File: config.mk
export PLATFORM = sky130hd
export DESIGN_NAME = rgb_to_hsv_core_flat
export DESIGN_NICKNAME = d
export VERILOG_FILES = /design/src/rgbhsv_pkg.sv /design/src/rgbhsv_if.sv /design/src/rgb_to_hsv_core.sv /design/src/rgbhsv_front.sv /design/src/rgbhsv_queue.sv /design/src/rgbhsv_back.sv /design/src/flat_wrapper.sv
export SDC_FILE = /design/constraint.sdc
export NUM_CORES = 2
export LEC_CHECK = 0
export BUFFER_PORTS_ARGS = -buffer_cell sky130_fd_sc_hd__buf_2
export CAP_MARGIN = 20
export CORE_ASPECT_RATIO = 1.75
export CORE_UTILIZATION = 57
export DETAILED_ROUTE_END_ITERATION = 16
export PLACE_DENSITY = 0.76
export SYNTH_ARGS = -nofsm -noshare
export SYNTH_HDL_FRONTEND = slang
export SYNTH_SLANG_ARGS = --single-unit
File: constraint.sdc
create_clock -name clk -period 23.5 [get_ports clk]
set_input_delay 1.175 -clock clk [delete_from_list [all_inputs] [get_ports clk]]
set_output_delay 1.175 -clock clk [all_outputs]
set_load 0.02 [all_outputs]
File: src/rgbhsv_pkg.sv
package rgbhsv_pkg;

  // hue sector, chosen red first on ties, then green, then blue
  localparam logic [1:0] SEC_RED   = 2'd0;
  localparam logic [1:0] SEC_GREEN = 2'd1;
  localparam logic [1:0] SEC_BLUE  = 2'd2;

  // queue between front and back; depth must be a power of two so the pointers wrap
  localparam int QUEUE_DEPTH    = 2;
  localparam int QUEUE_PTR_BITS = $clog2(QUEUE_DEPTH);
  localparam int QUEUE_CNT_BITS = QUEUE_PTR_BITS + 1;

  // job word: {hue numerator, hue divisor, saturation dividend, max channel}
  // hue numerator and divisor are below 6*2^cb, so they need cb+3 bits
  function automatic int job_width(input int cb);
    return 2 * (cb + 3) + 3 * cb;
  endfunction

endpackage

File: src/rgbhsv_if.sv
interface rgbhsv_pix_if #(
  parameter int CHANNEL_BITS = 8
);
  logic                    valid;
  logic                    ready;
  logic [CHANNEL_BITS-1:0] red;
  logic [CHANNEL_BITS-1:0] green;
  logic [CHANNEL_BITS-1:0] blue;

  modport source (output valid, red, green, blue, input ready);
  modport sink   (input valid, red, green, blue, output ready);
endinterface

interface rgbhsv_hsv_if #(
  parameter int CHANNEL_BITS = 8,
  parameter int HUE_BITS     = 16
);
  logic                    valid;
  logic                    ready;
  logic [HUE_BITS-1:0]     hue;
  logic [CHANNEL_BITS-1:0] saturation;
  logic [CHANNEL_BITS-1:0] brightness;

  modport source (output valid, hue, saturation, brightness, input ready);
  modport sink   (input valid, hue, saturation, brightness, output ready);
endinterface

File: src/rgb_to_hsv_core.sv
// rgb to hsv converter for a pixel stream. Takes one pixel per clock on in_pix
// (red, green, blue, each CHANNEL_BITS wide, all ones meaning full intensity) and
// gives one result per pixel on out_hsv, in order: brightness is the largest
// channel, saturation is floor(full*(max-min)/max) (0 for black), and hue is a
// fraction of a turn with 2^HUE_BITS steps (0 for grey). Both channels use
// valid/ready; a transfer happens when both are high. Sustained rate is one
// pixel per cycle while out_hsv.ready stays high. Each pixel passes through the
// classify register, the two-entry queue and the pipelined long dividers of
// the back end, whose stages each retire one hue bit (while the stage index
// is below HUE_BITS) and one saturation bit (while it is below CHANNEL_BITS).
// The queue lets the classify stage keep taking pixels until the queue is full
// while the divider pipe is held by back-pressure.
module rgb_to_hsv_core #(
  parameter int CHANNEL_BITS = 8,
  parameter int HUE_BITS     = 16
) (
  input  logic         clk,
  input  logic         rst_n,
  rgbhsv_pix_if.sink   in_pix,
  rgbhsv_hsv_if.source out_hsv
);

  localparam int JOB_W = rgbhsv_pkg::job_width(CHANNEL_BITS);

  logic             fq_valid, fq_ready;
  logic [JOB_W-1:0] fq_data;
  logic             qb_valid, qb_ready;
  logic [JOB_W-1:0] qb_data;

  rgbhsv_front #(
    .CHANNEL_BITS (CHANNEL_BITS),
    .JOB_W        (JOB_W)
  ) u_front (
    .clk       (clk),
    .rst_n     (rst_n),
    .pix       (in_pix),
    .job_valid (fq_valid),
    .job_ready (fq_ready),
    .job_data  (fq_data)
  );

  rgbhsv_queue #(
    .WIDTH (JOB_W)
  ) u_queue (
    .clk       (clk),
    .rst_n     (rst_n),
    .in_valid  (fq_valid),
    .in_ready  (fq_ready),
    .in_data   (fq_data),
    .out_valid (qb_valid),
    .out_ready (qb_ready),
    .out_data  (qb_data)
  );

  rgbhsv_back #(
    .CHANNEL_BITS (CHANNEL_BITS),
    .HUE_BITS     (HUE_BITS),
    .JOB_W        (JOB_W)
  ) u_back (
    .clk       (clk),
    .rst_n     (rst_n),
    .job_valid (qb_valid),
    .job_ready (qb_ready),
    .job_data  (qb_data),
    .hsv       (out_hsv)
  );

endmodule

File: src/rgbhsv_front.sv
module rgbhsv_front #(
  parameter int CHANNEL_BITS = 8,
  parameter int JOB_W        = 46
) (
  input  logic             clk,
  input  logic             rst_n,
  rgbhsv_pix_if.sink       pix,
  output logic             job_valid,
  input  logic             job_ready,
  output logic [JOB_W-1:0] job_data
);

  localparam int CB = CHANNEL_BITS;
  localparam int NW = CB + 3;

  logic [CB-1:0]   r, g, b;
  logic [CB-1:0]   hi, lo, diff, p, q;
  logic [1:0]      sec;
  logic [NW-1:0]   d1, d2, d4, d6, base, num;
  logic [2*CB-1:0] sdvd;

  logic             f_v_r, f_v_nxt;
  logic [JOB_W-1:0] f_job_r;
  logic             load, push;

  always_comb begin
    r = pix.red;
    g = pix.green;
    b = pix.blue;
    if (r >= g && r >= b) begin
      sec = rgbhsv_pkg::SEC_RED;
    end else if (g >= b) begin
      sec = rgbhsv_pkg::SEC_GREEN;
    end else begin
      sec = rgbhsv_pkg::SEC_BLUE;
    end
    lo = (r <= g && r <= b) ? r : ((g <= b) ? g : b);
    case (sec)
      rgbhsv_pkg::SEC_RED: begin
        hi = r;
        p  = g;
        q  = b;
      end
      rgbhsv_pkg::SEC_GREEN: begin
        hi = g;
        p  = b;
        q  = r;
      end
      default: begin
        hi = b;
        p  = r;
        q  = g;
      end
    endcase
    diff = hi - lo;
    d1   = NW'(diff);
    d2   = d1 << 1;
    d4   = d1 << 2;
    d6   = d2 + d4;
    case (sec)
      rgbhsv_pkg::SEC_RED:   base = (p >= q) ? '0 : d6;
      rgbhsv_pkg::SEC_GREEN: base = d2;
      default:               base = d4;
    endcase
    // result is never negative, so wrapping arithmetic in nw bits is exact
    num  = base + NW'(p) - NW'(q);
    // full scale times diff, as diff*2^cb - diff
    sdvd = {diff, {CB{1'b0}}} - (2 * CB)'(diff);
  end

  assign pix.ready = !f_v_r || job_ready;
  assign load      = pix.valid && pix.ready;
  assign push      = f_v_r && job_ready;

  always_comb begin
    f_v_nxt = f_v_r;
    if (load) begin
      f_v_nxt = 1'b1;
    end else if (push) begin
      f_v_nxt = 1'b0;
    end
  end

  always_ff @(posedge clk) begin
    if (!rst_n) begin
      f_v_r <= 1'b0;
    end else begin
      f_v_r <= f_v_nxt;
    end
  end

  always_ff @(posedge clk) begin
    if (load) begin
      f_job_r <= {num, d6, sdvd, hi};
    end
  end

  assign job_valid = f_v_r;
  assign job_data  = f_job_r;

endmodule

File: src/rgbhsv_queue.sv
module rgbhsv_queue #(
  parameter int WIDTH = 46
) (
  input  logic             clk,
  input  logic             rst_n,
  input  logic             in_valid,
  output logic             in_ready,
  input  logic [WIDTH-1:0] in_data,
  output logic             out_valid,
  input  logic             out_ready,
  output logic [WIDTH-1:0] out_data
);

  localparam int PW = rgbhsv_pkg::QUEUE_PTR_BITS;
  localparam int CW = rgbhsv_pkg::QUEUE_CNT_BITS;
  localparam logic [CW-1:0] FULL_CNT = CW'(rgbhsv_pkg::QUEUE_DEPTH);

  logic [WIDTH-1:0] mem_r [rgbhsv_pkg::QUEUE_DEPTH];
  logic [PW-1:0]    wr_ptr_r, wr_ptr_nxt;
  logic [PW-1:0]    rd_ptr_r, rd_ptr_nxt;
  logic [CW-1:0]    count_r, count_nxt;
  logic             push, pop;

  assign in_ready  = count_r != FULL_CNT;
  assign out_valid = count_r != '0;
  assign out_data  = mem_r[rd_ptr_r];
  assign push      = in_valid && in_ready;
  assign pop       = out_valid && out_ready;

  always_comb begin
    wr_ptr_nxt = push ? wr_ptr_r + 1'b1 : wr_ptr_r;
    rd_ptr_nxt = pop ? rd_ptr_r + 1'b1 : rd_ptr_r;
    count_nxt  = count_r;
    if (push && !pop) begin
      count_nxt = count_r + 1'b1;
    end else if (pop && !push) begin
      count_nxt = count_r - 1'b1;
    end
  end

  always_ff @(posedge clk) begin
    if (!rst_n) begin
      wr_ptr_r <= '0;
      rd_ptr_r <= '0;
      count_r  <= '0;
    end else begin
      wr_ptr_r <= wr_ptr_nxt;
      rd_ptr_r <= rd_ptr_nxt;
      count_r  <= count_nxt;
    end
  end

  always_ff @(posedge clk) begin
    if (push) begin
      mem_r[wr_ptr_r] <= in_data;
    end
  end

endmodule

File: src/rgbhsv_back.sv
module rgbhsv_back #(
  parameter int CHANNEL_BITS = 8,
  parameter int HUE_BITS     = 16,
  parameter int JOB_W        = 46
) (
  input  logic             clk,
  input  logic             rst_n,
  input  logic             job_valid,
  output logic             job_ready,
  input  logic [JOB_W-1:0] job_data,
  rgbhsv_hsv_if.source     hsv
);

  localparam int CB   = CHANNEL_BITS;
  localparam int HB   = HUE_BITS;
  localparam int NW   = CB + 3;
  localparam int NSTG = (HB > CB) ? HB : CB;

  logic [NW-1:0]   job_num, job_hdiv;
  logic [2*CB-1:0] job_sdvd;
  logic [CB-1:0]   job_hi;

  // per-stage inputs, next values and registers of the two long divisions
  logic [NW-1:0] hrem_i [NSTG];
  logic [HB-1:0] hq_i   [NSTG];
  logic [NW-1:0] hdiv_i [NSTG];
  logic [CB-1:0] srem_i [NSTG];
  logic [CB-1:0] slo_i  [NSTG];
  logic [CB-1:0] sq_i   [NSTG];
  logic [CB-1:0] sdiv_i [NSTG];

  logic [NW-1:0] hrem_nxt [NSTG];
  logic [HB-1:0] hq_nxt   [NSTG];
  logic [CB-1:0] srem_nxt [NSTG];
  logic [CB-1:0] slo_nxt  [NSTG];
  logic [CB-1:0] sq_nxt   [NSTG];

  logic [NW-1:0] hrem_r [NSTG];
  logic [HB-1:0] hq_r   [NSTG];
  logic [NW-1:0] hdiv_r [NSTG];
  logic [CB-1:0] srem_r [NSTG];
  logic [CB-1:0] slo_r  [NSTG];
  logic [CB-1:0] sq_r   [NSTG];
  logic [CB-1:0] sdiv_r [NSTG];

  logic [NSTG-1:0] v_r;
  logic            adv;

  assign job_hi   = job_data[CB-1:0];
  assign job_sdvd = job_data[3*CB-1:CB];
  assign job_hdiv = job_data[3*CB+NW-1:3*CB];
  assign job_num  = job_data[3*CB+2*NW-1:3*CB+NW];

  // the whole pipe moves unless a finished result waits at the end
  assign adv       = !v_r[NSTG-1] || hsv.ready;
  assign job_ready = adv;

  for (genvar k = 0; k < NSTG; k++) begin : g_stage
    if (k == 0) begin : g_first
      // both remainders start below their divisors unless the divisor is zero
      assign hrem_i[k] = job_num;
      assign hq_i[k]   = '0;
      assign hdiv_i[k] = job_hdiv;
      assign srem_i[k] = job_sdvd[2*CB-1:CB];
      assign slo_i[k]  = job_sdvd[CB-1:0];
      assign sq_i[k]   = '0;
      assign sdiv_i[k] = job_hi;
    end else begin : g_next
      assign hrem_i[k] = hrem_r[k-1];
      assign hq_i[k]   = hq_r[k-1];
      assign hdiv_i[k] = hdiv_r[k-1];
      assign srem_i[k] = srem_r[k-1];
      assign slo_i[k]  = slo_r[k-1];
      assign sq_i[k]   = sq_r[k-1];
      assign sdiv_i[k] = sdiv_r[k-1];
    end

    if (k < HB) begin : g_hue
      logic [NW:0] ht;
      logic        hge;
      // a zero divisor (grey pixel) yields all zero bits
      assign ht          = {hrem_i[k], 1'b0};
      assign hge         = (hdiv_i[k] != '0) && (ht >= {1'b0, hdiv_i[k]});
      assign hrem_nxt[k] = hge ? NW'(ht - {1'b0, hdiv_i[k]}) : ht[NW-1:0];
      assign hq_nxt[k]   = {hq_i[k][HB-2:0], hge};
    end else begin : g_hue_hold
      assign hrem_nxt[k] = hrem_i[k];
      assign hq_nxt[k]   = hq_i[k];
    end

    if (k < CB) begin : g_sat
      logic [CB:0] st;
      logic        sge;
      // a zero max (black pixel) yields all zero bits
      assign st          = {srem_i[k], slo_i[k][CB-1]};
      assign sge         = (sdiv_i[k] != '0) && (st >= {1'b0, sdiv_i[k]});
      assign srem_nxt[k] = sge ? CB'(st - {1'b0, sdiv_i[k]}) : st[CB-1:0];
      assign slo_nxt[k]  = {slo_i[k][CB-2:0], 1'b0};
      assign sq_nxt[k]   = {sq_i[k][CB-2:0], sge};
    end else begin : g_sat_hold
      assign srem_nxt[k] = srem_i[k];
      assign slo_nxt[k]  = slo_i[k];
      assign sq_nxt[k]   = sq_i[k];
    end
  end

  always_ff @(posedge clk) begin
    if (!rst_n) begin
      v_r <= '0;
    end else if (adv) begin
      v_r <= {v_r[NSTG-2:0], job_valid};
    end
  end

  always_ff @(posedge clk) begin
    if (adv) begin
      for (int k = 0; k < NSTG; k++) begin
        hrem_r[k] <= hrem_nxt[k];
        hq_r[k]   <= hq_nxt[k];
        hdiv_r[k] <= hdiv_i[k];
        srem_r[k] <= srem_nxt[k];
        slo_r[k]  <= slo_nxt[k];
        sq_r[k]   <= sq_nxt[k];
        sdiv_r[k] <= sdiv_i[k];
      end
    end
  end

  assign hsv.valid      = v_r[NSTG-1];
  assign hsv.hue        = hq_r[NSTG-1];
  assign hsv.saturation = sq_r[NSTG-1];
  assign hsv.brightness = sdiv_r[NSTG-1];

endmodule

File: src/flat_wrapper.sv
// flat-port wrapper written by rule: the top's interface ports become plain ports
module rgb_to_hsv_core_flat 
#(
  parameter int CHANNEL_BITS = 8,
  parameter int HUE_BITS     = 16
)
  (clk, rst_n, in_pix_valid, in_pix_red, in_pix_green, in_pix_blue, in_pix_ready, out_hsv_valid, out_hsv_hue, out_hsv_saturation, out_hsv_brightness, out_hsv_ready);
  rgbhsv_pix_if #(.CHANNEL_BITS(CHANNEL_BITS)) in_pix_i ();
  rgbhsv_hsv_if #(.CHANNEL_BITS(CHANNEL_BITS), .HUE_BITS(HUE_BITS)) out_hsv_i ();
  input  logic clk;
  input  logic rst_n;
  input wire logic [$bits(in_pix_i.valid)-1:0] in_pix_valid;
  input wire logic [$bits(in_pix_i.red)-1:0] in_pix_red;
  input wire logic [$bits(in_pix_i.green)-1:0] in_pix_green;
  input wire logic [$bits(in_pix_i.blue)-1:0] in_pix_blue;
  output wire logic [$bits(in_pix_i.ready)-1:0] in_pix_ready;
  output wire logic [$bits(out_hsv_i.valid)-1:0] out_hsv_valid;
  output wire logic [$bits(out_hsv_i.hue)-1:0] out_hsv_hue;
  output wire logic [$bits(out_hsv_i.saturation)-1:0] out_hsv_saturation;
  output wire logic [$bits(out_hsv_i.brightness)-1:0] out_hsv_brightness;
  input wire logic [$bits(out_hsv_i.ready)-1:0] out_hsv_ready;
  assign in_pix_i.valid = in_pix_valid;
  assign in_pix_i.red = in_pix_red;
  assign in_pix_i.green = in_pix_green;
  assign in_pix_i.blue = in_pix_blue;
  assign in_pix_ready = in_pix_i.ready;
  assign out_hsv_valid = out_hsv_i.valid;
  assign out_hsv_hue = out_hsv_i.hue;
  assign out_hsv_saturation = out_hsv_i.saturation;
  assign out_hsv_brightness = out_hsv_i.brightness;
  assign out_hsv_i.ready = out_hsv_ready;
  rgb_to_hsv_core #(.CHANNEL_BITS(CHANNEL_BITS), .HUE_BITS(HUE_BITS)) u_core (.clk(clk), .rst_n(rst_n), .in_pix(in_pix_i), .out_hsv(out_hsv_i));
endmodule
; Yosys cells after proc, flatten, opt, wreduce, memory -nomap -nowiden
; Memory sizes are Yosys's and may differ from the RTL's. A register that Yosys moved wholly into a read port is not among the register bits.
; Index checks and enable logic that the tools add are counted.
[totals]
ff_bits = 67
rom_bits = 0
output_inout_bits = 34
input_bits = 28
ram_bits = 1212
latch_bits = 0
memories = 8
wordCells = 188
[op_classes]
n_shift = 0
eq_ne = 2
n_bitwise = 0
reduce_logical = 65
addsub = 33
muxes = 43
div_mod_pow = 0
n_mul = 0
n_lt_le_gt_ge = 31
[mem_list]
columns = memory, words, width, rd, rd_ports_with_merged_regs, wr, line_no
row1 = u_core.u_back.hq_r, 16, 16, 16, 0, 16, rgbhsv_back.sv:39  ; logic [HB-1:0] hq_r [NSTG];
row2 = u_core.u_back.hdiv_r, 16, 11, 15, 0, 16, rgbhsv_back.sv:40  ; logic [NW-1:0] hdiv_r [NSTG];
row3 = u_core.u_back.hrem_r, 16, 11, 15, 0, 16, rgbhsv_back.sv:38  ; logic [NW-1:0] hrem_r [NSTG];
row4 = u_core.u_back.sdiv_r, 16, 8, 16, 0, 16, rgbhsv_back.sv:44  ; logic [CB-1:0] sdiv_r [NSTG];
row5 = u_core.u_back.slo_r, 16, 8, 15, 0, 16, rgbhsv_back.sv:42  ; logic [CB-1:0] slo_r [NSTG];
row6 = u_core.u_back.sq_r, 16, 8, 16, 0, 16, rgbhsv_back.sv:43  ; logic [CB-1:0] sq_r [NSTG];
row7 = 2 more memories, -, -, -, -, -, -
[ops]
columns = cell, n
row1 = 12-bit by 11-bit >= comparator with 1-bit output, 16
row2 = 11-bit 2-to-1 mux, 17
row3 = 11-bit nonzero test, 16
row4 = 11-bit subtractor, 16
row5 = 8-bit 2-to-1 mux, 10
row6 = 9-bit by 8-bit >= comparator with 1-bit output, 8
row7 = 8-bit subtractor, 9
row8 = 8-bit nonzero test, 8
row9 = 8-bit one-hot mux with 2 select lines, 3
row10 = 8-bit >= comparator, 4
row11 = 1-bit logical AND, 31
row12 = 8-bit less-or-equal comparator, 3
row13 = 11-bit one-hot mux with 2 select lines, 1
row14 = 16-bit by 8-bit subtractor with 16-bit output, 1
row15 = 11-bit by 8-bit adder with 11-bit output, 1
row16 = 9-bit by 10-bit adder with 11-bit output, 1
row17 = 11-bit by 8-bit subtractor with 11-bit output, 1
row18 = 1-bit 2-to-1 mux, 8
row19 = 2-bit 2-to-1 mux, 4
row20 = 2-bit nonzero test, 3
row21 = 1-bit logical NOT, 4
row22 = "1-bit adder, second input constant", 2
row23 = "2-bit by 1-bit adder with 2-bit output, second input constant", 1
row24 = "2-bit by 1-bit == test with 1-bit output, second input constant", 1
row25 = other kinds (4), 5

; Logic depth before layout (Yosys ltp)
[logic_depth]
depth_word = 11
mapped_depth = 32
ltp_nobuf = 31

; Modules after synthesis
; From an unflattened synthesis, not the netlist that was laid out.
[unflattened]
hier_cells = 3456
area_unflattened_um2 = 46595.9
[modules_own_cells]
columns = mod, area_each_um2, n_inst, seq_area_each_um2, cells_each
row1 = rgbhsv_back, 38460.6, 1, 23682.7, 2767
row2 = rgbhsv_front, 4576.9, 1, 1311.3, 522
row3 = rgbhsv_queue, 3558.4, 1, 2862.7, 167

; Least setup slack after synthesis
; No wires, ideal clock.
[synth_path]
path_type = input -> register
from = input out_hsv_ready
to = memory u_core.u_back.hdiv_r[0][10] in the netlist's numbering (enable)
arrival_ns = 21.453
n_path_buf = 2
cell_stages = 4
setup_time_ns = 1.385
required_time_ns = 22.115
setup_slack_ns = 0.662
path_cell_list = nor2b_1 -> clkbuf_1 -> inv_1 -> clkbuf_1
[synth_lines]
columns = item, line_no
row1 = start: declaration, flat_wrapper.sv:21  ; input wire logic [$bits(out_hsv_i.ready)-1:0] out_hsv_ready;
row2 = end: declaration, rgbhsv_back.sv:40

; Worst setup path in the final report
[layout_path]
from = input in_pix_blue[2]
to = register u_core.u_front.f_job_r[45], in the netlist u_core.u_front.job_data[45], data pin
[layout_via]
elab_chain_len = 11
elab_cells_between_ends = 22
cone_classes = 4 x add/sub / 5 x order compare / 1 x eq/ne / 9 x mux / 3 x reduce/logical
[layout_lines]
columns = item, line_no
row1 = start: declaration, flat_wrapper.sv:15  ; input wire logic [$bits(in_pix_i.blue)-1:0] in_pix_blue;
row2 = 8-bit >= comparator (on tied branches), "rgbhsv_front.sv:32, rgbhsv_front.sv:30"
row3 = 2-bit 2-to-1 mux or 1-bit logical AND (tied branches), "rgbhsv_front.sv:32, rgbhsv_front.sv:30"
row4 = 2-bit 2-to-1 mux, rgbhsv_front.sv:30  ; if (r >= g && r >= b) begin
row5 = 2-bit by 1-bit == test with 1-bit output or 2-bit logical NOT (tied branches), "rgbhsv_front.sv:38, rgbhsv_front.sv:60"
row6 = 8-bit one-hot mux with 2 select lines, rgbhsv_front.sv:38  ; case (sec)
row7 = 8-bit subtractor, rgbhsv_front.sv:55  ; diff = hi - lo;
row8 = 9-bit by 10-bit adder with 11-bit output, rgbhsv_front.sv:59  ; d6 = d2 + d4;
row9 = 11-bit 2-to-1 mux, rgbhsv_front.sv:61  ; rgbhsv_pkg::SEC_RED: base = (p >= q) ? '0 : d6;
row10 = 11-bit one-hot mux with 2 select lines, rgbhsv_front.sv:60  ; case (sec)
row11 = 11-bit by 8-bit adder with 11-bit output, rgbhsv_front.sv:66  ; num = base + NW'(p) - NW'(q);
row12 = 11-bit by 8-bit subtractor with 11-bit output *, rgbhsv_front.sv:66
row13 = net u_core.u_front.num[10], rgbhsv_front.sv:19  ; logic [NW-1:0] d1, d2, d4, d6, base, num;
row14 = end signal: assignment, rgbhsv_front.sv:94  ; f_job_r <= {num, d6, sdvd, hi};
row15 = end: declaration, rgbhsv_front.sv:23  ; logic [JOB_W-1:0] f_job_r;
; The timed path passes the listed nets; every way through them passes the cells marked *.
; A chain may end at the register's enable or synchronous reset.

==> flow_metrics.env <==
export IMPL_outcome="finished clean"
export IMPL_synth_edf_count=864
export IMPL_cts_setup_buffers=0
export IMPL_tns_ns=0
export IMPL_synth_top_area_share=0.614
export IMPL_relSlewSlack=0.292
export IMPL_final_setup_skew_ns=0.0244
export IMPL_max_freq_mhz=125
export IMPL_placed_area_um2=43800
export IMPL_finalInstanceArea_um2=46300
export IMPL_cts_inserted_buffers=77
export IMPL_start_util=0.578
export IMPL_critPathSlowestCell="xnor2_1"
export IMPL_vias=24300
export IMPL_antenna_left=0
export IMPL_grt_pass1_wl_mm=130
export IMPL_p_per_area_nw_per_um2=160
export IMPL_grt_max_degree=168
export IMPL_synth_area_per_cell_um2=13.6
export IMPL_netlist_area_um2=42300
export IMPL_grt_pass1_vias=25900
export IMPL_antenna_found_initial=0
export IMPL_clock_sinks=886
export IMPL_grt_overflow=0
export IMPL_crit_arrival_ns=8.42
export IMPL_track_usage=0.223
export IMPL_finalWeightedCongestion=0.941
export IMPL_tightest_slew_ns=1.06
export IMPL_synth_most_common_cell="edfxtp_1"
export IMPL_final_max_slew_viol_count=0
export IMPL_drc=0
export IMPL_fin_crit_ns=8.02
export IMPL_finalPower_mw=7.39
export IMPL_cp_num_buf_inv=4
export IMPL_yosys_register_bits=886
export IMPL_cp_required_ns=23.90
export IMPL_fin_cells=4234
export IMPL_antenna_cells=0
export IMPL_yosys_top_cells_count="864 x edfxtp_1, 366 x inv_1, 287 x ha_1, 247 x nor2_1, 168 x mux2_2"
export IMPL_wl_per_cell_um=19.5
export IMPL_wl_mm=82.7
export IMPL_drt_pass1_iterations=5
export IMPL_hpwl_mm=60.7
export IMPL_die_area_um2=75300
export IMPL_hp_class="reg -> reg"
export IMPL_io_buffers=61
export IMPL_period_share=0.341
export IMPL_cts_tree="built"
export IMPL_drt_iter0_drc=1262
export IMPL_synth_fp_nets=3463
export IMPL_die_height_um=362
export IMPL_clock_latency_ns=0.65
export IMPL_routed_top_layer="met4"
export IMPL_routedLengthMet1_mm=26.6
export IMPL_cp_max_fo=33
export IMPL_placementRows=131
export IMPL_root_buffer="clkbuf_16"
export IMPL_dp_cells=4097
export IMPL_layout_drive_gt1_share=0.120
export IMPL_max_stage_delay_ns=0.58
export IMPL_wl_met3_mm=2.25
export IMPL_clk_path_buf_depth=3
export IMPL_ys_types=61
export IMPL_synth_main_ff_cell="edfxtp_1"
export IMPL_synth_seq_area_share=0.624
export IMPL_ctsHoldBuffers=0
export IMPL_clk_pin_slew_ns=0.07
export IMPL_ir_worst_vdd_mv=0.0669
export IMPL_yosys_area_top_type="edfxtp_1"
export IMPL_vias_per_cell=5.74
export IMPL_wl_met2_mm=48.5
export IMPL_syn2layout_area_growth_pct=9.46
export IMPL_synth_area_top_cells="edfxtp_1 61%, ha_1 8.5%, mux2_2 4.5%, inv_1 3.3%, nor2_1 2.2%"
export IMPL_die_w_um=208
export IMPL_setup_worst_path_end_class="flop"
export IMPL_layout_nets=3592
export IMPL_syn_inst=3116
export IMPL_core_um2=73100
export IMPL_rsz0062_at_grt="no"
export IMPL_cts_repair_resized=0
export IMPL_finalSetupViolCount=0
export IMPL_path_class="in -> reg"
export IMPL_ioPinCount=62
export IMPL_ctsHtreeMaxLevel=3
export IMPL_cap_viol_max_count=0
export IMPL_hold_viol=0
export IMPL_critPathLaunchType="input port"
export IMPL_ys_async_sr_fraction=0
export IMPL_crit_family="adder cells"
export IMPL_synth_warning_count=0
export IMPL_p_leak_nw=18.5
[worst paths after layout]
check	from	endpoint	slack [ns]	depth (start not counted)
worst min register to register	u_core.u_back.hq_r[0][97]	u_core.u_back.hq_r[0][114]	0.41	0
worst max register to register	flop	u_core.u_back.hrem_r[0][5]	18.94	14
worst max-delay path	in_pix_blue[2]	u_core.u_front.job_data[45]	15.48	29
worst min-delay path	u_core.u_back.hq_r[0][97]	u_core.u_back.hq_r[0][114]	0.41	0
[logic make-up (layout without fill, tap and decap cells)]
family / Yosys count / count (layout) / synth area share
buf+inv: 393 / 580 / 0.0352
simple gates: 639 / 639 / 0.0727
compound gates: 506 / 506 / 0.0786
fa+ha+maj: 319 / 319 / 0.100
flops: 886 / 886 / 0.624
xor+xnor: 142 / 142 / 0.0294
mux: 231 / 231 / 0.0597
[per-layer routing]
metal,vias up,track usage
met3,268,0.0300
met4,0,0.148
met2,553,0.464
met1,11800,0.189
met5,-,0
li1,11600,-
[sequential cells by signal (all words and copies together), names as in the netlist, 2 cells and up, named ones only]
signal,flops
u_core.u_back.v_r,16
u_core.u_back.hdiv_r,138
u_core.u_queue.mem_r,86
u_core.u_back.srem_r,56
u_core.u_back.sdiv_r,128
u_core.u_queue.count_r,2
u_core.u_back.slo_r,27
u_core.u_front.job_data,43
u_core.u_back.hq_r,136
u_core.u_back.hrem_r,150
u_core.u_back.sq_r,100
[per-stage QoR]
stage               setup WS [ns]  utilization  hold WS, ns
finish                      15.48        0.633        0.408
global route                14.98        0.633        0.414
detailed placement          14.85        0.599        0.405
global placement            14.95        0.599        0.400
CTS                         15.52        0.633        0.412
floorplan                   0.662            -        0.400
[power by group]
part	switching, mW	leakage, nW	internal, mW	total (mW)
combinational	1.74	8.37	1.44	3.18
clock	0.561	1.20	0.692	1.25
sequential	0.297	8.94	2.66	2.96
[cell type report]
type	instances	area [um^2]
fillers	5248	26800
flip-flops and latches	886	26400
multi-input cells	1837	14400
clock buffers	86	1980
inverters	367	1390
well taps	931	1160
clock inverters	51	498
repair buffers	76	430
[layout by cell type (no fill, tap or decap), types with 18 or more instances in the layout]
cell	instances
a211oi_1	63
fa_1	32
edfxtp_1	864
dfxtp_1	21
nand4_1	76
nand3_1	18
clkbuf_16	78
o21ai_0	125
nor4_1	31
o21a_1	29
mux2_2	168
ha_1	287
nor2_1	246
a21boi_0	53
inv_1	365
a21oi_1	107
nand2b_1	53
nand2_1	115
a21o_1	62
nor2b_1	57
xor2_1	42
xnor2_1	100
mux2i_1	63
buf_2	61
Note: power is estimated with default switching activity, not from simulation.
